[src/rtl/cafp_pkg.sv]
// ============================================================================
// cafp_pkg - shared types and constants for the CAN ASCII frame parser
// Character codes, field widths, the character class struct and hex decode.
// ============================================================================
package cafp_pkg;

    localparam int CAFP_MAX_DATA_BYTES = 8;

    localparam int CHAR_W  = 8;
    localparam int ID_W    = 32;
    localparam int LEN_W   = 4;
    localparam int DATA_W  = 64;
    localparam int NIB_W   = 4;
    localparam int BYTE_W  = 8;

    localparam logic [CHAR_W-1:0] CH_COLON = 8'h3A; // ':'
    localparam logic [CHAR_W-1:0] CH_STD   = 8'h53; // 'S'
    localparam logic [CHAR_W-1:0] CH_EXT   = 8'h58; // 'X'
    localparam logic [CHAR_W-1:0] CH_DATA  = 8'h4E; // 'N'
    localparam logic [CHAR_W-1:0] CH_END   = 8'h3B; // ';'
    localparam logic [CHAR_W-1:0] CH_DIG0  = 8'h30; // '0'
    localparam logic [CHAR_W-1:0] CH_DIG9  = 8'h39; // '9'
    localparam logic [CHAR_W-1:0] CH_UA    = 8'h41; // 'A'
    localparam logic [CHAR_W-1:0] CH_UF    = 8'h46; // 'F'
    localparam logic [CHAR_W-1:0] CH_LA    = 8'h61; // 'a'
    localparam logic [CHAR_W-1:0] CH_LF    = 8'h66; // 'f'

    // Classification of one received character
    typedef struct packed {
        logic             is_colon;
        logic             is_std;
        logic             is_ext;
        logic             is_data;
        logic             is_end;
        logic             is_hex;
        logic [NIB_W-1:0] nibble;
    } t_char_class;

    // Hex digit value; only meaningful when the character is a hex digit
    function automatic logic [NIB_W-1:0] hex_nibble(input logic [CHAR_W-1:0] c);
        logic [CHAR_W-1:0] d;
        begin
            d = c - CH_DIG0;
            if (c >= CH_UA && c <= CH_UF) begin
                d = c - CH_UA + 8'd10;
            end else if (c >= CH_LA && c <= CH_LF) begin
                d = c - CH_LA + 8'd10;
            end
            return d[NIB_W-1:0];
        end
    endfunction

endpackage

[src/rtl/cafp_char_decode.sv]
// ============================================================================
// cafp_char_decode - character classifier
// Flags the framing characters and decodes hex digits of one registered char.
// ============================================================================
module cafp_char_decode (
    input  logic [cafp_pkg::CHAR_W-1:0] i_char,
    output cafp_pkg::t_char_class       o_class
);
    import cafp_pkg::*;

    always_comb begin
        o_class.is_colon = (i_char == CH_COLON);
        o_class.is_std   = (i_char == CH_STD);
        o_class.is_ext   = (i_char == CH_EXT);
        o_class.is_data  = (i_char == CH_DATA);
        o_class.is_end   = (i_char == CH_END);
        o_class.is_hex   = (i_char >= CH_DIG0 && i_char <= CH_DIG9) ||
                           (i_char >= CH_UA   && i_char <= CH_UF)   ||
                           (i_char >= CH_LA   && i_char <= CH_LF);
        o_class.nibble   = hex_nibble(i_char);
    end

endmodule

[src/rtl/can_ascii_frame_parser.sv]
// ============================================================================
// can_ascii_frame_parser - text CAN frame decoder
// Parses ':' S|X <hex id> N <hex data> ';' character streams into frames.
// ============================================================================
// One character beat is taken per clock. A beat lands in an input register,
// and when it is processed the parse state and, on ';', the result register
// are updated, so a frame is presented on the output from the result
// register after its ';' beat leaves the input register. The only stall on
// the input comes from the result register: a ';' that completes a frame
// waits in the input register while the previous frame is still held by a
// stalled consumer, and the characters behind it wait with it. Otherwise
// characters are absorbed regardless of the output side. Malformed frames
// (bad type letter, non-hex digit, too many data bytes, ':' inside a frame)
// are dropped silently and the parser waits for the next ':'.
module can_ascii_frame_parser #(
    parameter int MAX_DATA_BYTES = cafp_pkg::CAFP_MAX_DATA_BYTES
) (
    input  logic                        i_clk,
    input  logic                        i_rst_n,
    // character channel
    input  logic                        i_valid,
    output logic                        o_stall,
    input  logic [cafp_pkg::CHAR_W-1:0] i_ascii_char,
    // frame channel
    output logic                        o_valid,
    input  logic                        i_stall,
    output logic                        o_frame_extended,
    output logic [cafp_pkg::ID_W-1:0]   o_frame_id,
    output logic [cafp_pkg::LEN_W-1:0]  o_frame_len,
    output logic [cafp_pkg::DATA_W-1:0] o_frame_data
);
    import cafp_pkg::*;

    typedef enum logic [1:0] {
        PH_COLON,
        PH_TYPE,
        PH_ID,
        PH_DATA
    } t_phase;

    // input register
    logic              r_in_vld;
    logic [CHAR_W-1:0] r_in_char;

    // parse state
    t_phase            r_phase,  n_phase;
    logic [ID_W-1:0]   r_id,     n_id;
    logic              r_ext,    n_ext;
    logic [LEN_W-1:0]  r_count,  n_count;
    logic              r_high,   n_high;
    logic [BYTE_W-1:0] r_data [MAX_DATA_BYTES];
    logic [BYTE_W-1:0] n_data [MAX_DATA_BYTES];

    // result register
    logic              r_out_vld;
    logic              r_out_ext;
    logic [ID_W-1:0]   r_out_id;
    logic [LEN_W-1:0]  r_out_len;
    logic [DATA_W-1:0] r_out_data, n_out_data;

    t_char_class       w_cls;
    logic              w_emit;
    logic              w_proc;
    logic              w_take;

    cafp_char_decode u_dec (
        .i_char  (r_in_char),
        .o_class (w_cls)
    );

    // ';' in the data phase is the only beat that produces a frame
    assign w_emit  = (r_phase == PH_DATA) && w_cls.is_end;
    assign w_proc  = r_in_vld && (!w_emit || !r_out_vld || !i_stall);
    assign o_stall = r_in_vld && !w_proc;
    assign w_take  = i_valid && !o_stall;

    // next parse state for the held character
    always_comb begin
        n_phase = r_phase;
        n_id    = r_id;
        n_ext   = r_ext;
        n_count = r_count;
        n_high  = r_high;
        for (int k = 0; k < MAX_DATA_BYTES; k++) begin
            n_data[k] = r_data[k];
        end

        unique case (r_phase)
            PH_COLON: begin
                if (w_cls.is_colon) begin
                    n_phase = PH_TYPE;
                    n_id    = '0;
                    n_ext   = 1'b0;
                    n_count = '0;
                    n_high  = 1'b1;
                    for (int k = 0; k < MAX_DATA_BYTES; k++) begin
                        n_data[k] = '0;
                    end
                end
            end
            PH_TYPE: begin
                if (w_cls.is_std) begin
                    n_ext   = 1'b0;
                    n_phase = PH_ID;
                end else if (w_cls.is_ext) begin
                    n_ext   = 1'b1;
                    n_phase = PH_ID;
                end else begin
                    n_phase = PH_COLON;
                end
            end
            PH_ID: begin
                if (w_cls.is_data) begin
                    n_phase = PH_DATA;
                end else if (w_cls.is_hex) begin
                    n_id = {r_id[ID_W-NIB_W-1:0], w_cls.nibble};
                end else begin
                    n_phase = PH_COLON;
                end
            end
            PH_DATA: begin
                if (w_cls.is_end) begin
                    n_phase = PH_COLON;
                end else if (!w_cls.is_hex) begin
                    n_phase = PH_COLON;
                end else if (r_high) begin
                    // start a new byte, unless the frame is already full
                    if (r_count >= LEN_W'(MAX_DATA_BYTES)) begin
                        n_phase = PH_COLON;
                    end else begin
                        for (int k = 0; k < MAX_DATA_BYTES; k++) begin
                            if (r_count == LEN_W'(k)) begin
                                n_data[k] = {{(BYTE_W-NIB_W){1'b0}}, w_cls.nibble};
                            end
                        end
                        n_count = r_count + LEN_W'(1);
                        n_high  = 1'b0;
                    end
                end else begin
                    // second digit: shift into the byte opened last
                    for (int k = 0; k < MAX_DATA_BYTES; k++) begin
                        if (r_count == LEN_W'(k + 1)) begin
                            n_data[k] = {r_data[k][NIB_W-1:0], w_cls.nibble};
                        end
                    end
                    n_high = 1'b1;
                end
            end
            default: n_phase = PH_COLON;
        endcase
    end

    // bytes never opened were cleared at ':'; slots past the limit stay zero
    always_comb begin
        n_out_data = '0;
        for (int k = 0; k < MAX_DATA_BYTES; k++) begin
            n_out_data[BYTE_W*k +: BYTE_W] = r_data[k];
        end
    end

    always_ff @(posedge i_clk) begin
        if (!i_rst_n) begin
            r_in_vld  <= 1'b0;
            r_out_vld <= 1'b0;
            r_phase   <= PH_COLON;
            r_id      <= '0;
            r_ext     <= 1'b0;
            r_count   <= '0;
            r_high    <= 1'b1;
            for (int k = 0; k < MAX_DATA_BYTES; k++) begin
                r_data[k] <= '0;
            end
        end else begin
            if (w_take) begin
                r_in_vld  <= 1'b1;
                r_in_char <= i_ascii_char;
            end else if (w_proc) begin
                r_in_vld  <= 1'b0;
            end

            if (w_proc) begin
                r_phase <= n_phase;
                r_id    <= n_id;
                r_ext   <= n_ext;
                r_count <= n_count;
                r_high  <= n_high;
                for (int k = 0; k < MAX_DATA_BYTES; k++) begin
                    r_data[k] <= n_data[k];
                end
            end

            if (w_proc && w_emit) begin
                r_out_vld  <= 1'b1;
                r_out_ext  <= r_ext;
                r_out_id   <= r_id;
                r_out_len  <= r_count;
                r_out_data <= n_out_data;
            end else if (!i_stall) begin
                r_out_vld  <= 1'b0;
            end
        end
    end

    assign o_valid          = r_out_vld;
    assign o_frame_extended = r_out_ext;
    assign o_frame_id       = r_out_id;
    assign o_frame_len      = r_out_len;
    assign o_frame_data     = r_out_data;

endmodule

[config.mk]
export PLATFORM = sky130hd
export DESIGN_NAME = can_ascii_frame_parser
export DESIGN_NICKNAME = d
export VERILOG_FILES = /design/src/rtl/cafp_pkg.sv /design/src/rtl/cafp_char_decode.sv /design/src/rtl/can_ascii_frame_parser.sv
export SDC_FILE = /design/constraint.sdc
export NUM_CORES = 1
export LEC_CHECK = 0
export ABC_AREA = 1
export ABC_CLOCK_PERIOD_IN_PS = 4900
export BUFFER_PORTS_ARGS = -buffer_cell sky130_fd_sc_hd__clkbuf_2
export CORE_MARGIN = 2
export CORE_UTILIZATION = 57
export DETAILED_ROUTE_END_ITERATION = 8
export GPL_TIMING_DRIVEN = 1
export PLACE_DENSITY = 0.79
export SETUP_SLACK_MARGIN = 0.05
export SLEW_MARGIN = 15
export SYNTH_ARGS = -nofsm -noshare
export SYNTH_HDL_FRONTEND = slang
export SYNTH_SLANG_ARGS = --single-unit
[constraint.sdc]
create_clock -name i_clk -period 4.9 [get_ports i_clk]
set_input_delay 0 -clock i_clk [delete_from_list [all_inputs] [get_ports i_clk]]
set_output_delay 0 -clock i_clk [all_outputs]
set_load 0.03 [all_outputs]
======== Word level (Yosys, flattened, before mapping) ========
Memories as Yosys holds them, arrays and structs flattened.
Cells that the tools add are included.
storage, ports and cells
  input port bits ......................... 12
  memories kept ........................... 1
  bits in writable memories ............... 64
  output and inout port bits .............. 103
  logic and storage cells ................. 162
  flip-flop bits (word level) ............. 151
cells by class
  mux-type cells .......................... 70
  reductions and logical operators ........ 30
  order comparisons ....................... 7
  add/sub/neg operators ................... 6
  bitwise operators ....................... 8
  equality and inequality tests ........... 28
memories
  name    words  bits a word  read ports  clocked after Yosys merged registers in  wr ports  RTL line                      RTL
  r_data  8      8            8           0                                        8         can_ascii_frame_parser.sv:51  logic [BYTE_W-1:0] r_data [MAX_DATA_BYTES];
operators with widths
  kind                                                 count
  2-to-1 mux 64 bit                                    5
  2-to-1 mux 8 bit                                     24
  case mux 64 bit (2 select lines)                     1
  2-to-1 mux 32 bit                                    3
  case mux 32 bit (2 select lines)                     1
  2-to-1 mux 4 bit                                     7
  == test 8 x 7 -> 1 bit, second input constant        3
  2-to-1 mux 2 bit                                     9
  == test 4 x 3 -> 1 bit, second input constant        4
  == test 8 x 6 -> 1 bit, second input constant        2
  >= comparator 8 x 7 -> 1 bit, second input constant  2
  <= comparator 8 x 7 -> 1 bit, second input constant  2
  2-to-1 mux 1 bit                                     16
  AND reduction 5 bit                                  3
  inequality test 2 bit, second input constant         6
  subtractor 4 x 1 -> 4 bit, second input constant     3
  adder 4 bit, second input constant                   2
  == test 4 x 2 -> 1 bit, second input constant        2
  >= comparator 8 x 6 -> 1 bit, second input constant  1
  <= comparator 8 x 6 -> 1 bit, second input constant  1
  logical AND 1 bit                                    8
  OR 1 bit                                             8
  case mux 2 bit (4 select lines)                      1
  case mux 4 bit (2 select lines)                      1
  other kinds (20)                                     34

======== Depth between registers and ports, before layout ========
Gate-level depths: netlist of the first run.
  word-level depth ........................ 11
  gate-level depth with buffers ........... 13

======== Cells and area by module ========
A second synthesis of the first run with hierarchy kept.
unflattened totals
  cells, all modules ...................... 694
  area total of the unflattened synthesis .. 8,167.8 µm²
modules (own cells, without submodules)
  module                  area an instance (µm²)  times used  cells each
  can_ascii_frame_parser  7,887.6                 1           645
  cafp_char_decode        280.3                   1           49

======== Worst setup path after synthesis of the first run ========
Ideal clock, no wire load.
  kind .................................... reg-to-reg
  from .................................... register r_in_char[0]
  to ...................................... register r_out_data[0] (netlist: o_frame_data[0]) (read register of r_data) (enable)
  required time ........................... 4.445 ns
  arrival time ............................ 3.270 ns
  stages on the path, launching flop included .. 10
  path slack .............................. 1.175 ns
  clock period less this slack ............ 3.725 ns
  path through ............................ edfxtp_1 > ha_1 > inv_1 > nor2_2 > nand3_4 > nand2_4 > inv_6 > buf_2 > nand2_1 > inv_1
on the way
  word-level cells in the longest chain between the ends .. 8
RTL lines
  element                          RTL line                       RTL
  start: declaration               can_ascii_frame_parser.sv:43   logic [CHAR_W-1:0] r_in_char;
  start signal: assignment         can_ascii_frame_parser.sv:176  r_in_char <= i_ascii_char;
  == test 8 x 6 -> 1 bit *         cafp_char_decode.sv:16         o_class.is_end = (i_char == CH_END);
  logical AND 1 bit *              can_ascii_frame_parser.sv:72   assign w_emit = (r_phase == PH_DATA) && w_cls.is_end;
  zero test 1 bit                  can_ascii_frame_parser.sv:73   assign w_proc = r_in_vld && (!w_emit || !r_out_vld || !i_stall);
  logical OR 1 bit (2 in a row)    can_ascii_frame_parser.sv:73
  logical AND 1 bit                can_ascii_frame_parser.sv:73
  logical AND 1 bit *              can_ascii_frame_parser.sv:192  if (w_proc && w_emit) begin
  AND reduction 2 bit (no line) *  n/a
  end: declaration                 can_ascii_frame_parser.sv:59   logic [DATA_W-1:0] r_out_data, n_out_data;
Mark *: on every way between the ends. The rest lies on a longest branch, timed or not.
A chain may end at the register's enable or synchronous reset.

==> out/metrics.csv, run 1 <==
metric,value,unit
outcome,"complete, no violations",
post-route setup slack,1.95,ns
Layout Area Growth over Synthesis,17.8,%
R2R setup slack,1.95,ns
register clock-pin slew on the reported worst setup and hold paths,0.06,ns
first-pass GRT wire length,25900,µm
Layout Nets,812,
post-detail-place hpwl,10600,µm
"Clk Latency, worst-skew pair",0.50,ns
I/O Pins,115,
worst hold path type,input port to flop,
H-tree depth,1,
routed wire length per instance,15.9,µm
"critical path, cell by cell",inv_1 > ha_1 > nand3_1 > nand2_1 > nor2_4 > inv_2 > nand2_1 > o211ai_2 > nor3_1,
IO buf count,114,
largest cells by area after synthesis,"edfxtp_1 63%, dfxtp_1 10%, nand2_1 4.4%",
multi-input logic area,1720,µm²
"most common cell after layout, fill and taps aside",edfxtp_1,
Synth top area share,63.0,%
DR vias,5272,
cell area after synthesis,8240,µm²
CTS tree,built,
YS warnings,0,
Tcrit/Tclk final,60.1,%
Synth Instances,661,
RR Startpoint,r_in_char[0],
vias in the first global route,5103,
Pwr per Cell Area,380,nW/µm²
Crit path top cell by count,nand2_1,
VDD IR max,0.000380,V
Placed Instances,936,
Clock Tree Buf Depth,3,
Place WS,1.89,ns
drt initial violations,553,
fin util,69.4,%
Setup Skew,0.0236,ns
mean area per synthesized cell,12.5,µm²
clock root buffer,clkbuf_16,
"Seq/Total Area, Yosys",73.2,%
critical path type,flop to flop,
RePlAce Congestion,0.879,
chip height,124,µm
Core Footprint,14000,µm²
MaxCap Viol Count,0,
TNS Setup,0,ns
relative slew slack,27.7,%
# clock sinks,215,
Total GRT Usage,20.2,%
Worst EP arrival,3.04,ns
Max stage delay on crit path,0.88,ns
post-synthesis sequential element count,215,
Register-to-Register Path Depth,9,
share of layout cells above drive strength 1,21.7,%
largest net degree at the start of global routing,102,
Die Width,124,µm
Tmin final,2.95,ns
worst flop-to-flop path endpoint,r_data[1][20],
most frequent cells in the layout,"173 x edfxtp_1, 114 x clkbuf_2, 96 x nand2_1",
fmax,339,MHz
Initial Util,58.9,%
Detailed Route WL,15600,µm
synth unique cells,34,
Worst Setup End Kind,flop,
Final Non-Filler Cells,986,
crit path max fanout,8,
Via density,5.35,
"Hold Violations, Final",0,
Pleak,3.64,nW
Min-Delay Endpoint,r_in_char[0],
Slew Limit Fails,0,
Startpoint Class,flop,
remaining antenna violation count,0,
Pre-antenna DRT Iters,5,
"Data required, critical path",5.00,ns
die area,15400,µm²
Mapped Nets,681,
"slowest stage cell, crit path",nor3_1,
initial antenna violation count,0,
CTS buffer count,22,
Row Count,43,
grt ovf,0,
"area leader, netlist",edfxtp_1,
hold_sp,i_ascii_char[0],
register area,6040,µm²
Final setup viols,0,
Layout fillers,963,
DR DRC count,0,
Slew @ Worst Pin,1.08,ns
RSZ-0062 raised after global routing,no,
hold depth,2,
worst hold slack,0.230,ns
Ant. Diodes,0,
-- synthesized netlist by cell type --
| cell | count |
|---|---|
| nand2_4 | 2 |
| nand2_2 | 2 |
| nand2_1 | 96 |
| a22o_1 | 1 |
| inv_2 | 7 |
| ha_1 | 8 |
| clkbuf_1 | 6 |
| dfxtp_1 | 42 |
| a21oi_1 | 39 |
| nor3b_1 | 1 |
| nand3_4 | 2 |
| o211ai_1 | 1 |
| nor2_1 | 95 |
| nor3_2 | 1 |
| o21ai_0 | 6 |
| edfxtp_1 | 173 |
| buf_6 | 9 |
| inv_1 | 80 |
| o211ai_2 | 1 |
| nand3_2 | 1 |
| inv_6 | 1 |
| a21boi_0 | 1 |
| nor2_4 | 5 |
| nand4_1 | 36 |
| nor2_8 | 2 |
| o21a_1 | 1 |
| nor2_2 | 2 |
| nor3_1 | 4 |
| nand4_4 | 1 |
| buf_2 | 5 |
| xor2_1 | 1 |
| o21ai_2 | 2 |
| o22ai_1 | 1 |
| nand3_1 | 26 |
-- power breakdown --
group | internal (W) | switching [W]
registers | 0.00200 | 0.0000201
logic | 0.0000244 | 0.0000652
clock network | 0.000935 | 0.000637
-- through the flow --
| step | cell area [µm²] | power (W) |
|---|---|---|
| after detailed placement | 8900 | 0.00214 |
| final | 9710 | 0.00369 |
| after CTS | 9710 | 0.00371 |
| after global routing | 9710 | 0.00381 |
| after floorplan | 8240 | 0.00211 |
| after global placement | 8900 | 0.00214 |
-- final cells by class --
type / instances / area share (%)
multi-input combinational: 338 / 17.7
sequential: 215 / 62.2
inverter: 88 / 3.50
timing repair buffer: 127 / 7.19
tap: 180 / 2.32
clock inverter: 11 / 1.24
clock buffer: 27 / 5.86
-- worst max-delay path, delay by kind of cell (launching register included) --
| kind | cells | cell delay (ns) |
|---|---|---|
| AO/OA/AOI/OAI | 1 | 0.23 |
| flip-flops | 1 | 0.43 |
| AND/OR/NAND/NOR | 5 | 1.47 |
| buffers and inverters | 2 | 0.18 |
| adder cells (fa/ha/maj) | 1 | 0.24 |
-- sequential cells by signal, summed over array words and instances (netlist names) --
register          flops
r_count               4
o_frame_data         64
r_phase               2
o_frame_extended      1
o_valid               1
o_frame_len           4
r_id                 32
o_frame_id           32
r_in_vld              1
r_data               64
r_high                1
r_ext                 1
r_in_char             8
-- worst max path at each step --
stage	slack [ns]	start	depth (start not counted)	end
2_1_floorplan	1.18	r_in_char[0]	9	o_frame_data[0]
3_3_place_gp	2.25	r_in_char[0]	9	r_data[1][20]
3_5_place_dp	1.89	r_in_char[0]	9	r_data[1][20]
4_1_cts	1.92	r_in_char[0]	9	r_data[1][22]
5_1_grt	1.69	r_in_char[0]	9	r_data[1][20]
6_report	1.95	r_in_char[0]	9	r_data[1][20]
-- repair_timing --
action,in CTS,in global routing
endpoints found under the hold margin,17,0
hold buffers,12,0
endpoints found under the setup margin,0,0
gates resized for setup,0,0
buffers inserted,0,0
-- per-layer routing --
| metal | up-vias | part of all wire [%] | GRT usage [%] |
|---|---|---|---|
| met5 | - | 0 | 0 |
| met1 | 2502 | 41 | 27.1 |
| li1 | 2521 | - | - |
| met2 | 216 | 51 | 33.6 |
| met4 | 0 | 2.2 | 6.21 |
| met3 | 33 | 6.6 | 4.35 |
-- kinds of logic (layout without fill, tap and decap cells) --
| family | after synthesis | count (layout) | share of synthesized area [%] |
|---|---|---|---|
| buf+inv | 108 | 253 | 5.88 |
| flops | 215 | 215 | 73.2 |
| xor+xnor | 1 | 1 | 0.106 |
| simple gates | 276 | 276 | 16.0 |
| fa+ha+maj | 8 | 8 | 1.21 |
| compound gates | 53 | 53 | 3.55 |
(Power assumes the default switching activity.)
==> inputs of run 2 (changes only) <==
--- a/config.mk
+++ b/config.mk
@@ -6,7 +6,7 @@
 export NUM_CORES = 1
 export LEC_CHECK = 0
 export ABC_AREA = 1
-export ABC_CLOCK_PERIOD_IN_PS = 4900
+export ABC_CLOCK_PERIOD_IN_PS = 2800
 export BUFFER_PORTS_ARGS = -buffer_cell sky130_fd_sc_hd__clkbuf_2
 export CORE_MARGIN = 2
 export CORE_UTILIZATION = 57
==> constraint.sdc (replaced) <==
create_clock -name i_clk -period 2.8 [get_ports i_clk]
set_input_delay 0 -clock i_clk [delete_from_list [all_inputs] [get_ports i_clk]]
set_output_delay 0 -clock i_clk [all_outputs]
set_load 0.03 [all_outputs]
==> run 2 against run 1 <==
Wire length about the same. Core utilization up 1.2 points. Via count about the same. Sequential cell count unchanged. First-iteration DRC count down 12%. Cell count up 1.3%. Sequential share of layout area down 1.0 points. Design area up 1.7%.
==> out/metrics.csv, run 2 (same netlist as run 1, synthesis figures left out) <==
metric,value,unit,change
outcome,"complete, no violations",,
Layout Area Growth over Synthesis,19.8,%,
relative slew slack,66.7,%,+39 points
Pre-antenna DRT Iters,5,,unchanged
RR Startpoint,r_in_char[0],,
IO buf count,114,,unchanged
post-detail-place hpwl,10500,µm,-0.97%
first-pass GRT wire length,25900,µm,about the same
design area,9870,µm²,+1.7%
R2R setup slack,0.43,ns,-1.52 ns
Die Width,124,µm,unchanged
Setup Skew,0.00777,ns,-0.0158 ns
"Data required, critical path",3.00,ns,-2.00 ns
chip height,124,µm,unchanged
initial antenna violation count,0,,unchanged
Register-to-Register Path Depth,10,,+1
routed wire length per instance,15.7,µm,-1.3%
Startpoint Class,flop,,
worst flop-to-flop path endpoint,r_data[1][27],,
last element of the critical path,r_data[1][27],,
Clock Tree Buf Depth,3,,unchanged
RSZ-0062 raised after global routing,no,,
Pleak,3.73,nW,+2.5%
worst hold path type,input port to flop,,
Placed Instances,949,,+1.4%
post-CTS setup buffer count,0,,unchanged
RePlAce Congestion,0.858,,-2.4%
Ant. Diodes,0,,unchanged
H-tree depth,1,,unchanged
Via density,5.28,,-1.2%
VDD IR max,0.000449,V,+18%
Layout Nets,824,,+1.5%
drt initial violations,486,,-12%
DR DRC count,0,,unchanged
fin util,70.6,%,+1.2 points
vias in the first global route,5238,,+2.6%
Detailed Route WL,15700,µm,about the same
Worst Setup End Kind,flop,,
busiest grt layer,met2,,
share of layout cells above drive strength 1,23.3,%,+1.6 points
remaining antenna violation count,0,,unchanged
crit path max fanout,8,,unchanged
CTS tree,built,,
Worst EP arrival,2.56,ns,-0.48 ns
GRT met3 Usage,3.53,%,-0.82 points
grt ovf,0,,unchanged
"Clk Latency, worst-skew pair",0.49,ns,about the same
Row Count,43,,unchanged
area post-placement,9060,µm²,+1.8%
Final Non-Filler Cells,999,,+1.3%
fmax,422,MHz,+24%
Critical Path Start,r_in_char[0],,
"Hold Violations, Final",0,,unchanged
Tmin final,2.37,ns,-0.578 ns
Core Footprint,14000,µm²,unchanged
I/O Pins,115,,unchanged
Initial Util,58.9,%,unchanged
critical path type,flop to flop,,
met2 GRT Util,35.4,%,+1.8 points
DR vias,5276,,+0.076%
Slew @ Worst Pin,0.496,ns,-0.580 ns
Total GRT Usage,20.4,%,+0.18 points
largest net degree at the start of global routing,46,,-55%
# clock sinks,215,,unchanged
most frequent cells in the layout,"173 x edfxtp_1, 114 x clkbuf_2, 95 x nor2_1, 95 x nand2_1, 78 x inv_1",,
register clock-pin slew on the reported worst setup and hold paths,0.06,ns,about the same
"most common cell after layout, fill and taps aside",edfxtp_1,,
Pwr per Cell Area,660,nW/µm²,+74%
cts repair resizes,0,,unchanged
clock root buffer,clkbuf_16,,
die area,15400,µm²,unchanged
Global Route met1 Usage,26.5,%,-0.60 points
Final setup viols,0,,unchanged
MaxCap Viol Count,0,,unchanged
Tcrit/Tclk final,84.6,%,+24 points
CTS buffer count,21,,-4.5%
Slew Limit Fails,0,,unchanged
[run 2: cell types whose count changed in the layout (fill, tap and decap cells not counted), sizes merged]
cell	previous run	this run
buf	1	14
bufinv	2	3
clkbuf	141	140
clkinvlp	0	2
inv	90	88
[run 2: where the power goes]
part / total, W / internal, W / leakage (nW) / switching [W]
Clock: 0.00280 / 0.00168 / 0.336 / 0.00111
Sequential: 0.00354 / 0.00351 / 1.95 / 0.0000365
Combinational: 0.000173 / 0.0000555 / 1.44 / 0.000117
Total: 0.00651 / 0.00524 / 3.73 / 0.00127
[run 2: worst min-delay path by stage]
stage                         start            to  slack (ns)  depth (start not counted)
floorplan           i_ascii_char[0]  r_in_char[0]         0.1                          0
global placement    i_ascii_char[7]  r_in_char[7]        0.18                          1
detailed placement  i_ascii_char[2]  r_in_char[2]        0.18                          1
CTS                 i_ascii_char[1]  r_in_char[1]        0.21                          2
global route        i_ascii_char[3]  r_in_char[3]        0.22                          2
finish              i_ascii_char[0]  r_in_char[0]        0.23                          2
[run 2: critical path, stage by stage (launching register included)]
cell and delay (ns):
edfxtp_1 0.44, inv_1 0.11, ha_1 0.24, nand3_1 0.09
nand2_1 0.09, nor2_4 0.17, inv_2 0.08, nand2_1 0.23
o211ai_2 0.22, nor3_1 0.20, buf_4 0.21
[run 2: cell type report]
| cell class | count | area, µm² |
|---|---|---|
| Clock inverter | 12 | 136 |
| Tap cell | 180 | 225 |
| Multi-Input combinational cell | 338 | 1750 |
| Clock buffer | 26 | 554 |
| Fill cell | 926 | 4120 |
| Inverter | 88 | 342 |
| Sequential cell | 215 | 6040 |
| Timing Repair Buffer | 140 | 833 |
[run 2: stage by stage]
step	power, W	setup WS (ns)	setup TNS (ns)	hold slack (ns)
finish	0.00651	0.432	0	0.229
detailed placement	0.00377	0.484	0	0.179
global route	0.00671	0.260	0	0.223
CTS	0.00654	0.482	0	0.212
global placement	0.00375	0.545	0	0.178
floorplan	0.00370	-0.287	-29.03	0.0989
[run 2: routing by layer]
layer / wire [µm] / part of all wire, % / vias up
met5: 0 / 0 / -
met4: 388 / 2.5 / 0
met3: 912 / 5.8 / 28
met2: 7820 / 50 / 194
met1: 6530 / 42 / 2516
li1: - / - / 2538
[run 2: timing repair]
action                                 CTS  global route
hold buffers                            12             0
endpoints found under the hold margin   17             0
setup endpoints to repair                0             0
